`src/tlbfifo_pkg.sv`:
```
`default_nettype none

package tlbfifo_pkg;

    localparam int TLB_ENTRIES = 16;
    localparam int PAGE_BITS   = 8;
    localparam int OFFSET_BITS = 8;
    localparam int ADDR_BITS   = PAGE_BITS + OFFSET_BITS;
    localparam int PAGE_COUNT  = 1 << PAGE_BITS;
    // queue slot carries either the offset (translate) or the frame (load)
    localparam int DATA_BITS   = (PAGE_BITS > OFFSET_BITS) ? PAGE_BITS : OFFSET_BITS;
    localparam int QUEUE_DEPTH = 2;

    typedef enum logic
    {
        CMD_LOAD  = 1'b0,
        CMD_XLATE = 1'b1
    } cmd_e;

    typedef struct packed
    {
        logic                 command;
        logic [ADDR_BITS-1:0] logical_address;
        logic [PAGE_BITS-1:0] load_page;
        logic [PAGE_BITS-1:0] load_frame;
    } request_t;

    typedef struct packed
    {
        logic [ADDR_BITS-1:0] physical_address;
        logic                 tlb_hit;
    } result_t;

    // classified item as held in the queue
    typedef struct packed
    {
        cmd_e                 kind;
        logic [PAGE_BITS-1:0] page;
        logic [DATA_BITS-1:0] data;
    } entry_t;

    typedef struct packed
    {
        logic   valid;
        entry_t entry;
    } head_t;

endpackage : tlbfifo_pkg

`default_nettype wire

```
`src/tlb_fifo_address_translator_top.sv`:
```
// TLB with FIFO replacement in front of a 256-entry page table.
//
// Command channel: an item is taken at a rising edge with start high and
// busy low. command = 1 translates logical_address (page = high byte,
// offset = low byte); command = 0 writes load_frame into the page table
// at load_page and gives no result.
// Result channel: done is high for exactly one cycle with physical_address
// (frame : offset) and tlb_hit on result. There is no back-pressure.
// A translate is written into the queue, popped into the item register
// with the page table read, and its result is then registered with done.
// The back end does a translate as a registered page table read issued
// at dequeue, then TLB search and update, and pops no new item meanwhile;
// a load is done at dequeue. A two-item queue sits between the command
// decode and the back end, so busy rises only when that queue is full.
// A miss pushes the new pair to the front of the TLB and drops the oldest.
// Reset empties the TLB and the queue; the page table is not cleared, and a
// miss on a page never loaded returns an undefined frame.
`default_nettype none

module tlb_fifo_address_translator_top
(
    input  wire logic                clk,
    input  wire logic                rst_n,
    input  wire logic                start,
    output logic                     busy,
    input  wire tlbfifo_pkg::request_t request,
    output logic                     done,
    output tlbfifo_pkg::result_t     result
);
    import tlbfifo_pkg::*;

    head_t head;   // queue head towards the back end
    logic  pop;

    // decode and queue
    tlbfifo_front u_front
    (
        .clk     (clk),
        .rst_n   (rst_n),
        .start   (start),
        .request (request),
        .busy    (busy),
        .head    (head),
        .pop     (pop)
    );

    // TLB search, page table and FIFO replacement
    tlbfifo_back u_back
    (
        .clk    (clk),
        .rst_n  (rst_n),
        .head   (head),
        .pop    (pop),
        .done   (done),
        .result (result)
    );

endmodule : tlb_fifo_address_translator_top

`default_nettype wire

```
`src/tlbfifo_front.sv`:
```
`default_nettype none

module tlbfifo_front
(
    input  wire logic                clk,
    input  wire logic                rst_n,
    input  wire logic                start,
    input  wire tlbfifo_pkg::request_t request,
    output logic                     busy,
    output tlbfifo_pkg::head_t       head,
    input  wire logic                pop
);
    import tlbfifo_pkg::*;

    localparam int PTR_W = (QUEUE_DEPTH > 1) ? $clog2(QUEUE_DEPTH) : 1;
    localparam int CNT_W = $clog2(QUEUE_DEPTH + 1);

    entry_t             q_mem_reg [QUEUE_DEPTH];
    logic [PTR_W-1:0]   wr_ptr_reg, wr_ptr_next;
    logic [PTR_W-1:0]   rd_ptr_reg, rd_ptr_next;
    logic [CNT_W-1:0]   count_reg, count_next;
    entry_t             new_entry;
    logic               push;

    // decode: split the request into page and payload byte
    always_comb
    begin
        new_entry.kind = cmd_e'(request.command);
        if (request.command == CMD_XLATE)
        begin
            new_entry.page = request.logical_address[ADDR_BITS-1:OFFSET_BITS];
            new_entry.data = DATA_BITS'(request.logical_address[OFFSET_BITS-1:0]);
        end
        else
        begin
            new_entry.page = request.load_page;
            new_entry.data = DATA_BITS'(request.load_frame);
        end
    end

    assign busy = (count_reg == CNT_W'(QUEUE_DEPTH));
    assign push = start && !busy;

    assign head.valid = (count_reg != '0);
    assign head.entry = q_mem_reg[rd_ptr_reg];

    always_comb
    begin
        wr_ptr_next = wr_ptr_reg;
        rd_ptr_next = rd_ptr_reg;
        count_next  = count_reg;
        if (push)
        begin
            wr_ptr_next = (wr_ptr_reg == PTR_W'(QUEUE_DEPTH - 1)) ? '0 : wr_ptr_reg + 1'b1;
        end
        if (pop)
        begin
            rd_ptr_next = (rd_ptr_reg == PTR_W'(QUEUE_DEPTH - 1)) ? '0 : rd_ptr_reg + 1'b1;
        end
        if (push && !pop)
        begin
            count_next = count_reg + 1'b1;
        end
        else if (pop && !push)
        begin
            count_next = count_reg - 1'b1;
        end
    end

    always_ff @(posedge clk or negedge rst_n)
    begin
        if (!rst_n)
        begin
            wr_ptr_reg <= '0;
            rd_ptr_reg <= '0;
            count_reg  <= '0;
        end
        else
        begin
            wr_ptr_reg <= wr_ptr_next;
            rd_ptr_reg <= rd_ptr_next;
            count_reg  <= count_next;
        end
    end

    always_ff @(posedge clk)
    begin
        if (push)
        begin
            q_mem_reg[wr_ptr_reg] <= new_entry;
        end
    end

    a_count_bound: assert property (@(posedge clk) disable iff (!rst_n)
        count_reg <= CNT_W'(QUEUE_DEPTH))
        else $error("queue count overflow");

    a_no_pop_empty: assert property (@(posedge clk) disable iff (!rst_n)
        pop |-> head.valid)
        else $error("pop from empty queue");

    a_push_fills: assert property (@(posedge clk) disable iff (!rst_n)
        push |=> (count_reg != '0))
        else $error("pushed item lost");

endmodule : tlbfifo_front

`default_nettype wire

```
`src/tlbfifo_back.sv`:
```
`default_nettype none

module tlbfifo_back
(
    input  wire logic                clk,
    input  wire logic                rst_n,
    input  wire tlbfifo_pkg::head_t  head,
    output logic                     pop,
    output logic                     done,
    output tlbfifo_pkg::result_t     result
);
    import tlbfifo_pkg::*;

    typedef enum logic
    {
        S_IDLE,
        S_LOOK
    } state_t;

    state_t                 state_reg;
    entry_t                 item_reg;
    logic                   done_reg;
    result_t                result_reg;
    logic [PAGE_BITS-1:0]   tlb_page_reg  [TLB_ENTRIES];
    logic [PAGE_BITS-1:0]   tlb_frame_reg [TLB_ENTRIES];
    logic [TLB_ENTRIES-1:0] tlb_valid_reg;

    logic [PAGE_BITS-1:0]   pt_mem [PAGE_COUNT];
    logic [PAGE_BITS-1:0]   pt_rd_reg;

    logic                   hit;
    logic [PAGE_BITS-1:0]   hit_frame;
    logic [PAGE_BITS-1:0]   frame;

    assign pop = (state_reg == S_IDLE) && head.valid;

    // page table: loads write at pop, every pop reads ahead for a possible miss
    always_ff @(posedge clk)
    begin
        if (pop)
        begin
            if (head.entry.kind == CMD_LOAD)
            begin
                pt_mem[head.entry.page] <= head.entry.data[PAGE_BITS-1:0];
            end
            pt_rd_reg <= pt_mem[head.entry.page];
        end
    end

    // TLB search, frontmost valid match wins
    always_comb
    begin
        hit       = 1'b0;
        hit_frame = '0;
        for (int k = TLB_ENTRIES - 1; k >= 0; k--)
        begin
            if (tlb_valid_reg[k] && (tlb_page_reg[k] == item_reg.page))
            begin
                hit       = 1'b1;
                hit_frame = tlb_frame_reg[k];
            end
        end
    end

    assign frame = hit ? hit_frame : pt_rd_reg;

    always_ff @(posedge clk or negedge rst_n)
    begin
        if (!rst_n)
        begin
            state_reg     <= S_IDLE;
            done_reg      <= 1'b0;
            item_reg      <= '0;
            result_reg    <= '0;
            tlb_valid_reg <= '0;
            for (int k = 0; k < TLB_ENTRIES; k++)
            begin
                tlb_page_reg[k]  <= '0;
                tlb_frame_reg[k] <= '0;
            end
        end
        else
        begin
            done_reg <= 1'b0;
            case (state_reg)
                S_IDLE:
                begin
                    if (pop && (head.entry.kind == CMD_XLATE))
                    begin
                        item_reg  <= head.entry;
                        state_reg <= S_LOOK;
                    end
                end
                S_LOOK:
                begin
                    done_reg                    <= 1'b1;
                    result_reg.tlb_hit          <= hit;
                    result_reg.physical_address <=
                        {frame, item_reg.data[OFFSET_BITS-1:0]};
                    if (!hit)
                    begin
                        for (int k = TLB_ENTRIES - 1; k > 0; k--)
                        begin
                            tlb_page_reg[k]  <= tlb_page_reg[k-1];
                            tlb_frame_reg[k] <= tlb_frame_reg[k-1];
                            tlb_valid_reg[k] <= tlb_valid_reg[k-1];
                        end
                        tlb_page_reg[0]  <= item_reg.page;
                        tlb_frame_reg[0] <= pt_rd_reg;
                        tlb_valid_reg[0] <= 1'b1;
                    end
                    state_reg <= S_IDLE;
                end
                default:
                begin
                    state_reg <= S_IDLE;
                end
            endcase
        end
    end

    assign done   = done_reg;
    assign result = result_reg;

    a_look_done: assert property (@(posedge clk) disable iff (!rst_n)
        (state_reg == S_LOOK) |=> done_reg)
        else $error("lookup gave no result");

    a_done_strobe: assert property (@(posedge clk) disable iff (!rst_n)
        done_reg |=> !done_reg)
        else $error("result strobe longer than one cycle");

    a_valid_packed: assert property (@(posedge clk) disable iff (!rst_n)
        (tlb_valid_reg & (tlb_valid_reg + TLB_ENTRIES'(1))) == '0)
        else $error("TLB valid bits not filled from the front");

    a_pop_idle: assert property (@(posedge clk) disable iff (!rst_n)
        pop |-> (state_reg == S_IDLE))
        else $error("pop while busy");

endmodule : tlbfifo_back

`default_nettype wire
```
`config.mk`:
```
export PLATFORM = sky130hd
export DESIGN_NAME = tlb_fifo_address_translator_top
export DESIGN_NICKNAME = d
export VERILOG_FILES = /design/src/tlbfifo_pkg.sv /design/src/tlb_fifo_address_translator_top.sv /design/src/tlbfifo_front.sv /design/src/tlbfifo_back.sv
export SDC_FILE = /design/constraint.sdc
export NUM_CORES = 2
export LEC_CHECK = 0
export BUFFER_PORTS_ARGS = -buffer_cell sky130_fd_sc_hd__buf_2
export CORE_ASPECT_RATIO = 1.25
export CORE_MARGIN = 2
export CORE_UTILIZATION = 50
export DETAILED_ROUTE_END_ITERATION = 12
export MAX_ROUTING_LAYER = met4
export PLACE_DENSITY_LB_ADDON = 0.08
export SYNTH_ARGS = -nofsm -noshare
export SYNTH_HDL_FRONTEND = slang
export SYNTH_HIERARCHICAL = 1
export SYNTH_SLANG_ARGS = --single-unit
```
`constraint.sdc`:
```
create_clock -name clk -period 5.6 [get_ports clk]
set_input_delay 0.56 -clock clk [delete_from_list [all_inputs] [get_ports clk]]
set_output_delay 0.56 -clock clk [all_outputs]
set_load 0.01 [all_outputs]
```
# After elaboration in Yosys (flattened, before gate mapping)
# Memories as Yosys holds them, arrays and structs flattened. A register that Yosys moved wholly into a read port is not among the register bits.
# Cells that the tools add are included.
[totals]
ff_bits = 311
ram_bits = 2082
out_inout_bits = 19
memories = 2
[op_classes]
n_addsub = 4
eq_ne = 17
muxes = 46
bitwise = 2
reduce_logical = 28
[memory_table]
columns = ["memory", "depth", "word_bits", "read_ports", "rd_clocked_by_memory_dff", "write_ports", "line_no", "text"]
rows = [
  ["u_back.pt_mem", 256, 8, 1, 1, 1, "tlbfifo_back.sv:28", "logic [PAGE_BITS-1:0] pt_mem [PAGE_COUNT];"],
  ["u_front.q_mem_reg", 2, 17, 1, 0, 1, "tlbfifo_front.sv:18", "entry_t q_mem_reg [QUEUE_DEPTH];"],
]
[op_table]
columns = ["cell", "count"]
rows = [
  ["$mux 8", 17],
  ["$eq 8x8->1", 16],
  ["$mux 1", 25],
  ["$logic_and 1x1->1", 21],
  ["$mux 16", 1],
  ["$mux 2", 2],
  ["$reduce_and 2->1", 2],
  ["$reduce_bool 2->1", 2],
  ["$logic_not 1->1", 3],
  ["$add 1x1->1 const B", 2],
  ["$add 2x1->2 const B", 1],
  ["$eq 2x2->1 const B", 1],
  ["$not 1->1", 2],
  ["$pmux 1 s2", 1],
  ["$sub 2x1->2 const B", 1],
]

# Logic depth before layout (Yosys ltp)
[logic_depth]
ltp_word = 20
mapped_depth = 14
depth_no_buf = 9

# Hierarchy
# The synthesis kept the hierarchy.
[modules_own_cells]
columns = ["module", "n_inst", "cells_per_inst", "area_per_inst_um2"]
rows = [
  ["tlbfifo_back", 1, 4445, 93317.0],
  ["tlbfifo_front", 1, 90, 1724.2],
]

# Least setup slack after synthesis
# No wires, ideal clock.
[synth_timing]
path_type = "reg-to-reg"
startpoint = "register u_front.rd_ptr_reg"
endpoint = "register u_back.pt_rd_reg[4] (read register of u_back.pt_mem) (data pin)"
setup_time_ns = 0.268
arrival_time_ns = 3.720
t_required_ns = 5.332
slack_ns = 1.612
stages_incl_launch_ff = 13
path_buffers = 6
synth_period_minus_slack_ns = 3.988
path_cell_list = "dfrtp_1 buf_6 buf_12 mux2_4 buf_2 clkbuf_1 buf_2 buf_1 mux4_2 mux4_2 mux2_2 a311oi_1 nand3_1"
[synth_lines]
columns = ["item", "line_no", "text"]
rows = [
  ["start: declaration", "tlbfifo_front.sv:20", "logic [PTR_W-1:0] rd_ptr_reg, rd_ptr_next;"],
  ["start signal: assignment", "tlbfifo_front.sv:81", "rd_ptr_reg <= rd_ptr_next;"],
  ["end: declaration", "tlbfifo_back.sv:29", "logic [PAGE_BITS-1:0] pt_rd_reg;"],
]

==> results.json <==
{
  "start_util": 0.504,
  "drv_slew": 0,
  "dp_cells": 7019,
  "gp_congestion": 0.850,
  "numPortBuffers": 54,
  "cp.arrival_ns": 5.39,
  "worstReg2RegStart": "u_front/rd_ptr_reg",
  "layout_common_cells": "edfxtp_1, mux4_2, dfrtp_1",
  "yosysWarnings": 6,
  "grt.overflow.total": 0,
  "vias_per_cell": 6.08,
  "cap_violations": 0,
  "path_class": "reg2reg",
  "ys_types": 60,
  "hp-class": "in2reg",
  "syn_nets": 4572,
  "synth-simple-area-share": 0.0277,
  "drive_gt1_frac": 0.278,
  "grt_pass1_vias": 46790,
  "fin_worst_skew_ns": 0.0391,
  "finalCritPeriodShare": 0.860,
  "synth-compound-area-share": 0.0119,
  "yosysSeqAreaShare": 0.742,
  "path_clk_slew_ns": 0.06,
  "cts_max_path_buffers": 3,
  "ys_ff_latch": 2401,
  "powerDensity_nw_per_um2": 524,
  "power_uw": 55900,
  "fmax_mhz": 208,
  "drc": 0,
  "placementRows": 178,
  "synth_edf_count": 2090,
  "power.leakage_uw": 0.0348,
  "vias": 45486,
  "wl_per_cell_um": 31.6,
  "rsz0062_at_grt": "false",
  "worst_slack_ns": 0.785,
  "ant_nets": 0,
  "synth_ff_type": "edfxtp_1",
  "relSlewSlack": 0.212,
  "areaGrowthSynthToFinish_pct": 12.2,
  "synth_xor_area_frac": 0.0123,
  "utilization": 0.565,
  "reg2regPathDepth": 11,
  "final_common_cell": "edfxtp_1",
  "synth.area.mux_share": 0.192,
  "dp_hpwl_mm": 148,
  "worst_ep_required_time_ns": 6.18,
  "numCtsBuffers": 229,
  "cts_htree_levels": 4,
  "critPathCaptureType": "flip-flop",
  "track_usage": 0.254,
  "grt_antenna_before_repair": 5,
  "hold_path_depth": 2,
  "setup_viol": 0,
  "dieArea_sq_um": 194000,
  "io_pins": 55,
  "drt-total-wl_mm": 236,
  "fin_nets": 4797,
  "tightestPinTransition_ns": 1.18,
  "grt_pass1_wl_mm": 342,
  "largest_register_ffs": 2048,
  "avgSynthCellArea_sq_um": 21.0,
  "root_buffer": "clkbuf_16",
  "hp-start": "request[12]",
  "timing.rr.end": "u_back/pt_rd_reg[1]",
  "dr.pass1.iters": 7,
  "die_w_um": 394,
  "syn_inst": 4535,
  "finalNonFillerCells": 7478,
  "r2r_setup_slack_ns": 0.79,
  "die_height_um": 491,
  "cts_tree": "yes",
  "period_needed_ns": 4.81,
  "cp-start-kind": "flip-flop",
  "cts_sinks": 2401,
  "synth-adder-area-share": 0.000132,
  "setup_tns_ns": 0,
  "hold_violations": 0,
  "crit_fanout": 54,
  "grt_start_max_net_pins": 205,
  "clock_latency_ns": 0.86,
  "drtIter0Drc": 4414,
  "hold_end": "u_front/q_mem_reg[0][12]",
  "dp_slack_ns": 0.755,
  "synth_area_sq_um": 95000,
  "outcome": "completed",
  "synth_top_family_by_area": "multiplexers",
  "core-area_sq_um": 189000,
  "ir_drop_v": 0.000441,
  "async_flop_share": 0.130
}
[power breakdown]
part / switching (uW) / internal [uW] / total [uW]
combinational: 9860 / 7040 / 16900
sequential: 1130 / 22800 / 23900
clock: 6620 / 8430 / 15000
total: 17600 / 38200 / 55900
[worst max-delay path by stage]
stage                                  start                  end  slack [ns]  depth (start not counted)
final                     u_front/rd_ptr_reg  u_back/pt_rd_reg[1]        0.79                         11
after detailed placement  u_front/rd_ptr_reg  u_back/pt_rd_reg[1]        0.75                         11
after floorplan           u_front/rd_ptr_reg  u_back/pt_rd_reg[4]        1.61                         12
after global routing      u_front/rd_ptr_reg  u_back/pt_rd_reg[1]        0.67                         11
after global placement    u_front/rd_ptr_reg  u_back/pt_rd_reg[1]        0.81                         11
after CTS                 u_front/rd_ptr_reg  u_back/pt_rd_reg[1]        0.74                         11
[per-stage QoR]
step | instance area, sq um | hold WS [ns]
after global placement | 99100 | 0.455
final | 107000 | 0.0647
after CTS | 107000 | 0.0109
after detailed placement | 99100 | 0.464
after floorplan | 95000 | 0.264
after global routing | 107000 | 0.0345
[logic make-up (layout without fill, tap and decap cells)]
logic type                 Yosys count  after routing
AOI/OAI and AO/OA                  163            163
adders and majority gates            1              1
and+or+nand+nor                    581            581
xor gates and xnor gates           133            133
muxes                              970            970
other                                0              3
buffers and inverters              286            706
DFF                               2401           2401
[synth_stat cells, types with 7 or more instances]
| library cell | count | area (sq um) |
|---|---|---|
| a211oi_1 | 7 | 52.6 |
| a21oi_1 | 22 | 110 |
| a221o_1 | 7 | 70.1 |
| a221oi_1 | 12 | 105 |
| a31oi_1 | 18 | 113 |
| and3_1 | 11 | 68.8 |
| buf_1 | 42 | 158 |
| buf_2 | 61 | 305 |
| buf_4 | 9 | 67.6 |
| buf_6 | 14 | 158 |
| clkbuf_1 | 139 | 522 |
| dfrtp_1 | 311 | 7780 |
| edfxtp_1 | 2090 | 62800 |
| inv_1 | 18 | 67.6 |
| mux2_1 | 184 | 2070 |
| mux2_2 | 123 | 1390 |
| mux2_4 | 19 | 285 |
| mux4_2 | 643 | 14500 |
| nand2_1 | 79 | 297 |
| nand2b_1 | 11 | 68.8 |
| nand3_1 | 62 | 310 |
| nand4_1 | 25 | 156 |
| nor2_1 | 294 | 1100 |
| nor2b_1 | 35 | 219 |
| nor3_1 | 29 | 145 |
| nor4_1 | 12 | 75.1 |
| o211ai_1 | 8 | 60.1 |
| o21ai_0 | 32 | 160 |
| o22ai_1 | 8 | 50.1 |
| or3_1 | 7 | 43.8 |
| xnor2_1 | 92 | 806 |
| xor2_1 | 41 | 359 |
[layer usage]
layer  up-vias  track usage  wire, um
li1      18996            -         -
met1     24816        0.334     94700
met2      1390        0.422    123000
met3       284       0.0350     12800
met4         0       0.0637      5670
met5         -            -         0
[cell type report]
type | instances | area, sq um
inverters | 19 | 71.3
diodes | 3 | 7.51
clock buffers | 282 | 6000
repair buffers | 261 | 2170
flip-flops and latches | 2401 | 70500
fillers | 14255 | 82000
well taps | 2520 | 3150
clock inverters | 144 | 1270
multi-input cells | 1848 | 23400
[repair_timing]
item / CTS / global route
hold buffers: 30 / 0
gates resized for setup: 0 / 0
hold endpoints to repair: 122 / 0
setup buffers: 0 / 0
[worst max-delay path, stage by stage (launching register included)]
cell and delay (ns):
dfrtp_1 0.39, buf_4 0.37, mux2_8 0.65, buf_12 0.28, buf_12 0.25, buf_4 0.33
mux4_2 0.36, mux4_2 0.54, nand2b_1 0.29, nand4_1 0.28, nor4_1 0.54, nand4_1 0.18
Power figures use the tool's default switching activity.
